--- src/rtl/dwmp_pkg.sv ---
// Types and constants of the deformable window max pool.
package dwmp_pkg;

   localparam int MAX_MAP_DEFAULT = 64;
   localparam int WINDOW_RADIUS   = 5;
   localparam int VALUE_BITS      = 16;
   localparam int WIN_SIDE        = 2 * WINDOW_RADIUS + 1;
   localparam int WIN_COUNT       = WIN_SIDE * WIN_SIDE;

   localparam int MODE_W   = 2;
   localparam int POS_W    = 6;
   localparam int KW       = 7;
   localparam int SIZE_W   = 7;
   localparam int SUM_W    = VALUE_BITS + 1;
   localparam int STEP_W   = $clog2(WIN_SIDE);
   localparam int COORD_W  = 10;

   localparam logic [SIZE_W-1:0] MAP_SIZE_RESET = SIZE_W'(46);

   typedef enum logic [MODE_W-1:0] {
      MODE_PIXEL = 2'd0,
      MODE_BIAS  = 2'd1,
      MODE_QUERY = 2'd2
   } mode_type;

   typedef struct packed {
      logic wr_pixel;
      logic wr_bias;
      logic capture;
      logic issue;
      logic load;
      logic load_oor;
   } cmd_type;

   typedef struct packed {
      logic in_range;
      logic last_issue;
   } status_type;

endpackage

--- src/rtl/dwmp_ctrl.sv ---
// Controller of the deformable window max pool: item sequencing and result handshake.
module dwmp_ctrl
   import dwmp_pkg::*;
(
   input  logic              clock,
   input  logic              reset,
   input  logic              req_valid,
   output logic              req_ready,
   input  logic [MODE_W-1:0] req_mode,
   output logic              rsp_valid,
   input  logic              rsp_ready,
   input  status_type        status,
   output cmd_type           cmd
);

   typedef enum logic [1:0] {
      ST_IDLE,
      ST_SCAN,
      ST_DRAIN,
      ST_FINISH
   } state_type;

   state_type state_ff, state_in;
   logic      rsp_valid_ff, rsp_valid_in;
   logic      oor_ff, oor_in;

   always_comb begin
      state_in     = state_ff;
      rsp_valid_in = rsp_valid_ff && !rsp_ready;
      oor_in       = oor_ff;
      cmd          = '0;
      case (state_ff)
         ST_IDLE: begin
            if (req_valid) begin
               case (mode_type'(req_mode))
                  MODE_PIXEL: cmd.wr_pixel = 1'b1;
                  MODE_BIAS:  cmd.wr_bias  = 1'b1;
                  MODE_QUERY: begin
                     if (status.in_range) begin
                        cmd.capture = 1'b1;
                        oor_in      = 1'b0;
                        state_in    = ST_SCAN;
                     end else begin
                        oor_in   = 1'b1;
                        state_in = ST_FINISH;
                     end
                  end
                  default: ;
               endcase
            end
         end
         ST_SCAN: begin
            cmd.issue = 1'b1;
            if (status.last_issue) begin
               state_in = ST_DRAIN;
            end
         end
         ST_DRAIN: begin
            state_in = ST_FINISH;
         end
         ST_FINISH: begin
            if (!rsp_valid_ff || rsp_ready) begin
               cmd.load     = 1'b1;
               cmd.load_oor = oor_ff;
               rsp_valid_in = 1'b1;
               oor_in       = 1'b0;
               state_in     = ST_IDLE;
            end
         end
         default: state_in = ST_IDLE;
      endcase
   end

   always_ff @(posedge clock) begin
      if (reset) begin
         state_ff     <= ST_IDLE;
         rsp_valid_ff <= 1'b0;
         oor_ff       <= 1'b0;
      end else begin
         state_ff     <= state_in;
         rsp_valid_ff <= rsp_valid_in;
         oor_ff       <= oor_in;
      end
   end

   assign req_ready = (state_ff == ST_IDLE);
   assign rsp_valid = rsp_valid_ff;

endmodule

--- config.mk ---
export PLATFORM = sky130hd
export DESIGN_NAME = dwmp_ctrl
export DESIGN_NICKNAME = d
export VERILOG_FILES = /design/src/rtl/dwmp_pkg.sv /design/src/rtl/dwmp_ctrl.sv
export SDC_FILE = /design/constraint.sdc
export NUM_CORES = 1
export LEC_CHECK = 0
export ABC_AREA = 0
export BUFFER_PORTS_ARGS = -buffer_cell sky130_fd_sc_hd__buf_2
export CORE_AREA = 2 2 39 41
export CTS_CLUSTER_SIZE = 14
export DETAILED_ROUTE_END_ITERATION = 7
export DIE_AREA = 0 0 41 43
export PLACE_DENSITY_LB_ADDON = 0.15
export SETUP_SLACK_MARGIN = 0.2
export SYNTH_ARGS = -nofsm -noshare
export SYNTH_HDL_FRONTEND = slang
export SYNTH_SLANG_ARGS = --single-unit
export TNS_END_PERCENT = 1
--- constraint.sdc ---
create_clock -name clock -period 3.09 [get_ports clock]
set_clock_uncertainty 0.2 [all_clocks]
set_input_delay 0.309 -clock clock [delete_from_list [all_inputs] [get_ports clock]]
set_output_delay 0.309 -clock clock [all_outputs]
set_load 0.01 [all_outputs]
==> results of run 1 <==
==> worst paths after layout <==
| kind | start | end | cells past startpoint |
|---|---|---|---|
| min reg2reg | state_ff[0]$_SDFFE_PP0P_ | state_ff[0]$_SDFFE_PP0P_ | 2 |
| min | reset | rsp_valid$_SDFF_PP0_ | 2 |
| max reg2reg | state_ff[0]$_SDFFE_PP0P_ | state_ff[1]$_SDFFE_PP0P_ | 4 |
| max | state_ff[1]$_SDFFE_PP0P_ | cmd[3] | 5 |
==> logic make-up after synthesis <==
kind of cell	Yosys count	synth area share [%]
mux	3	10.1
simple gates	16	31.9
fa+ha+maj	5	17.4
buf+inv	4	4.17
flops	4	22.2
compound gates	5	14.2
==> per-layer routing <==
| layer | GRT usage (%) | up-vias |
|---|---|---|
| met4 | 10.0 | 0 |
| met3 | 1.57 | 0 |
| met1 | 12.2 | 140 |
| met2 | 13.4 | 12 |
| met5 | 0 | - |
| li1 | - | 164 |
==> synthesized netlist by cell type (all sizes together), types with 2 or more instances <==
library cell / instances / share of area, %
nand2b: 4 / 6.9
ha: 5 / 17
nor3: 2 / 2.8
dfxtp: 4 / 22
nor2: 2 / 2.1
inv: 4 / 4.2
mux2: 2 / 7.3
a21oi: 2 / 2.8
==> where the power goes <==
part | internal, mW | switching (mW)
registers | 0.0677 | 0.0110
clock network | 0.0434 | 0.0200
logic | 0.0866 | 0.0887
total | 0.198 | 0.120
==> sequential cells by signal, summed over array words and instances (netlist names) <==
name and count:
state_ff 2, rsp_valid 1, oor_ff 1
==> critical path: stages (launching register included) <==
cell	delay, ns
dfxtp_1	0.32
inv_1	0.12
ha_1	0.31
nand2_1	0.13
nor4bb_1	0.24
buf_2	0.17
==> stage by stage <==
stage | worst slack (ns) | hold slack, ns | util [%] | std cells
2_1_floorplan | 1.29 | 0.178 | - | 37
4_1_cts | 1.03 | 0.112 | 34.5 | 71
5_1_grt | 0.886 | 0.138 | 34.5 | 71
3_5_place_dp | 1.28 | 0.319 | 32.9 | 68
3_3_place_gp | 1.26 | 0.311 | 32.9 | 68
6_report | 1.06 | 0.123 | 34.5 | 71
==> cell type report <==
class,instances,area [sq um],share of cell area [%]
tap,16,20.0,4.19
multi-input combinational,29,265,55.5
sequential,4,80.1,16.8
timing repair buffer,15,75.1,15.7
inverter,4,15.0,3.14
clock buffer,3,22.5,4.71
==> impl_metrics.tcl, run 1 <==
set metrics [dict create \
    outcome "finished clean" \
    highest_layer "met3" \
    syn_area_sq_um 360 \
    drtIter0Drc 3 \
    syn_avg_cell_area_sq_um 9.74 \
    startpoint_type "register" \
    required_ns 2.58 \
    io_buffers 15 \
    path_class "reg2out" \
    hold_violations 0 \
    synth-seq-cells 4 \
    clkSinkCount 4 \
    post_dp_cell_area_sq_um 455 \
    cts_tree "done" \
    worst_pin_slew_ns 0.267 \
    io_pins 16 \
    gp_congestion 0.708 \
    cts_buffers 3 \
    wl_met2_um 318 \
    fmax_ghz 0.493 \
    clk_latency_ns 0.23 \
    ys.warnings.count 0 \
    synthCells 37 \
    drive_gt1_share_pct 40.0 \
    async_reset_ff_share_pct 0 \
    post-cts-setup-buffer-count 0 \
    power.leakage_nw 0.245 \
    vdd_drop_max_mv 0.271 \
    dpl.hpwl_um 565 \
    die_x_um 41 \
    final_common_cell "buf_2" \
    diodes 0 \
    clk_transition_reported_paths_ns 0.04 \
    min_period_ns 2.03 \
    fin_crit_sh_pct 65.6 \
    crit_fanout 5 \
    fin_setup_tns_ns 0 \
    n_fill_cell 154 \
    layout_common_cells "buf_2, ha_1, inv_1, nand2b_1, dfxtp_1" \
    powerDensity_nw_per_um2 664 \
    start_util_pct 26.0 \
    area_delta_synth_final_pct 32.6 \
    synth_ff_type "dfxtp_1" \
    grt_overflow 0 \
    core-area_sq_um 1380 \
    wl_um 690 \
    grt_usage_pct 9.94 \
    htreeDepth 1 \
    die_height_um 43 \
    cts.path.max_buffers 2 \
    root_buffer "clkbuf_4" \
    finalNetCount 70 \
    setup_viol 0 \
    wire_per_inst_um 9.72 \
    grt_setup_unrepaired "false" \
    vias 316 \
    ctsHoldBuffers 0 \
    crit_arrival_ns 1.52 \
    grt_pass1_vias 314 \
    total_power_mw 0.317 \
    met1_length_um 313 \
    cap_viol_max_count 0 \
    antenna_found_initial 0 \
    synth.distinct_cells 21 \
    grt_first_pass_wirelength_mm 1.17 \
    ant_nets 0 \
    finalInstanceArea_sq_um 478 \
    synth_edf_count 0 \
    slew_viol_final 0 \
    rows 14 \
    grt_max_degree 8 \
    drc 0 \
    cts-resized-gates 0 \
    met3_length_um 59 \
    min_path_type "in2reg" \
    die_area_sq_um 1760 \
    synth_nets 50 \
    viasPerCell 4.45 \
    cp-end-kind "output pin" \
    slew_headroom_pct 82.2 \
    ys_seq_area_share_pct 22.2 \
    r2r_slack_ns 1.37 \
    firstDrtPassIters 2 \
]
Power figures use the tool's default switching activity.
==> inputs of run 2 (changes only) <==
Clock period 3.09 ns to 1.9 ns, I/O delays scaled along.
==> run 2 against run 1 <==
Compared with the run above: sequential share of layout area decreased by 0.32 points; die area unchanged; power increased by 96%; final area increased by 12%; non-clock buffer count increased by 2; first-iteration DRC count unchanged; setup slack got worse by 0.82 ns; core utilization increased by 4.0 points; critical path type unchanged; critical endpoint unchanged.
==> impl_metrics.tcl, run 2 (synthesis results as in run 1) <==
set metrics [dict create \
    drtIter0Drc 3 \
    clk_latency_ns 0.24 \
    regMostFlops "state_ff" \
    grt_setup_unrepaired "true" \
    cp_top_family "flip-flops" \
    post_dp_cell_area_sq_um 455 \
    fmax_ghz 0.604 \
    io_buffers 15 \
    fin_setup_tns_ns 0 \
    viasPerCell 4.56 \
    firstDrtPassIters 3 \
    drive_gt1_share_pct 56.1 \
    met1_length_um 337 \
    drc 0 \
    slew_headroom_pct 83.6 \
    crit_chain "inv_4, ha_4, nand2_4, nor4bb_1, buf_2" \
    gp_congestion 0.735 \
    htreeDepth 1 \
    ant_nets 0 \
    powerDensity_nw_per_um2 1170 \
    cp_slowest_stage_delay_ns 0.35 \
    clk_transition_reported_paths_ns 0.04 \
    required_ns 1.51 \
    wl_met2_um 402 \
    wl_um 814 \
    outcome "finished clean" \
    multiInputGateArea_sq_um 293 \
    cts_buffers 3 \
    regArea_sq_um 87.6 \
    crit_arrival_ns 1.26 \
    layout_common_cells "buf_2, nand2b_1, ha_1, clkbuf_4" \
    min_period_ns 1.65 \
    io_pins 16 \
    grt_max_degree 8 \
    largest_reg_flops 2 \
    crit_fanout 4 \
    slew_viol_final 0 \
    grt_pass1_vias 296 \
    core-area_sq_um 1380 \
    clkSinkCount 4 \
    die_x_um 41 \
    diodes 0 \
    vias 333 \
    highest_layer "met3" \
    n_fill_cell 144 \
    pre_cts_slack_ns 0.141 \
    antenna_found_initial 0 \
    startpoint_type "register" \
    finalInstanceArea_sq_um 533 \
    power.leakage_nw 0.260 \
    fin_crit_sh_pct 87.1 \
    ctsHoldBuffers 0 \
    cp-end-kind "output pin" \
    cap_viol_max_count 0 \
    hold_violations 0 \
    worst_pin_slew_ns 0.246 \
    area_delta_synth_final_pct 47.9 \
    die_area_sq_um 1760 \
    total_power_mw 0.623 \
    cts_tree "done" \
    grt_usage_pct 10.1 \
    start_util_pct 26.0 \
    cts.path.max_buffers 2 \
    min_path_type "in2reg" \
    grt_overflow 0 \
    final_common_cell "buf_2" \
    finalNetCount 72 \
    met3_length_um 74 \
    grt_first_pass_wirelength_mm 1.15 \
    cp_num_buf_inv 2 \
    critPathSlowestCell "dfxtp_4" \
    wire_per_inst_um 11.2 \
    setup_ws_ns 0.246 \
    die_height_um 43 \
    setup_viol 0 \
    path_class "reg2out" \
    root_buffer "clkbuf_4" \
    rows 14 \
    vdd_drop_max_mv 0.521 \
]
[run 2: changes by cell type in the layout (fill, tap and decap cells not counted), moves of 2 or more]
cell / before / now
dfxtp_4: 0 / 2
ha_1: 5 / 3
dfxtp_1: 4 / 2
buf_4: 0 / 2
inv_1: 4 / 2
inv_4: 0 / 2
[run 2: cell type report]
type / instances / area share (%)
flip-flops and latches: 4 / 16.4
clock buffers: 3 / 4.23
repair buffers: 17 / 16.9
inverters: 4 / 3.76
multi-input cells: 29 / 54.9
well taps: 16 / 3.76
[run 2: power breakdown]
part | switching, mW | internal, mW
Sequential | 0.0300 | 0.119
Clock | 0.0365 | 0.0708
Combinational | 0.172 | 0.194
Total | 0.239 | 0.384
[run 2: stage by stage]
step | instances | util [%] | hold WS, ns
after CTS | 72 | 36.5 | 0.00521
final | 73 | 38.5 | 0.00719
after global placement | 68 | 32.9 | 0.251
after global routing | 73 | 38.5 | 0.0304
after detailed placement | 68 | 32.9 | 0.253
after floorplan | 37 | - | 0.0591
[run 2: path summary, 6_finish.rpt]
kind	start	endpoint	slack, ns	cells past startpoint
max reg2reg	state_ff[0]$_SDFFE_PP0P_	oor_ff$_SDFFE_PP0P_	0.25	4
max	state_ff[0]$_SDFFE_PP0P_	cmd[3]	0.25	5
min	reset	rsp_valid$_SDFF_PP0_	0.007	2
min reg2reg	state_ff[0]$_SDFFE_PP0P_	state_ff[0]$_SDFFE_PP0P_	0.33	2
[run 2: timing repair]
item | in CTS | in global routing
gates cloned | 0 | 0
buffers inserted | 1 | 1
gates resized for setup | 6 | 8
pin swaps | 1 | 2
setup endpoints to repair | 4 | 5
[run 2: per-layer routing]
| layer | global-route usage, % | vias up |
|---|---|---|
| li1 | - | 168 |
| met1 | 10.9 | 150 |
| met2 | 15.3 | 15 |
| met3 | 6.28 | 0 |
| met4 | 4.00 | 0 |
| met5 | 0 | - |
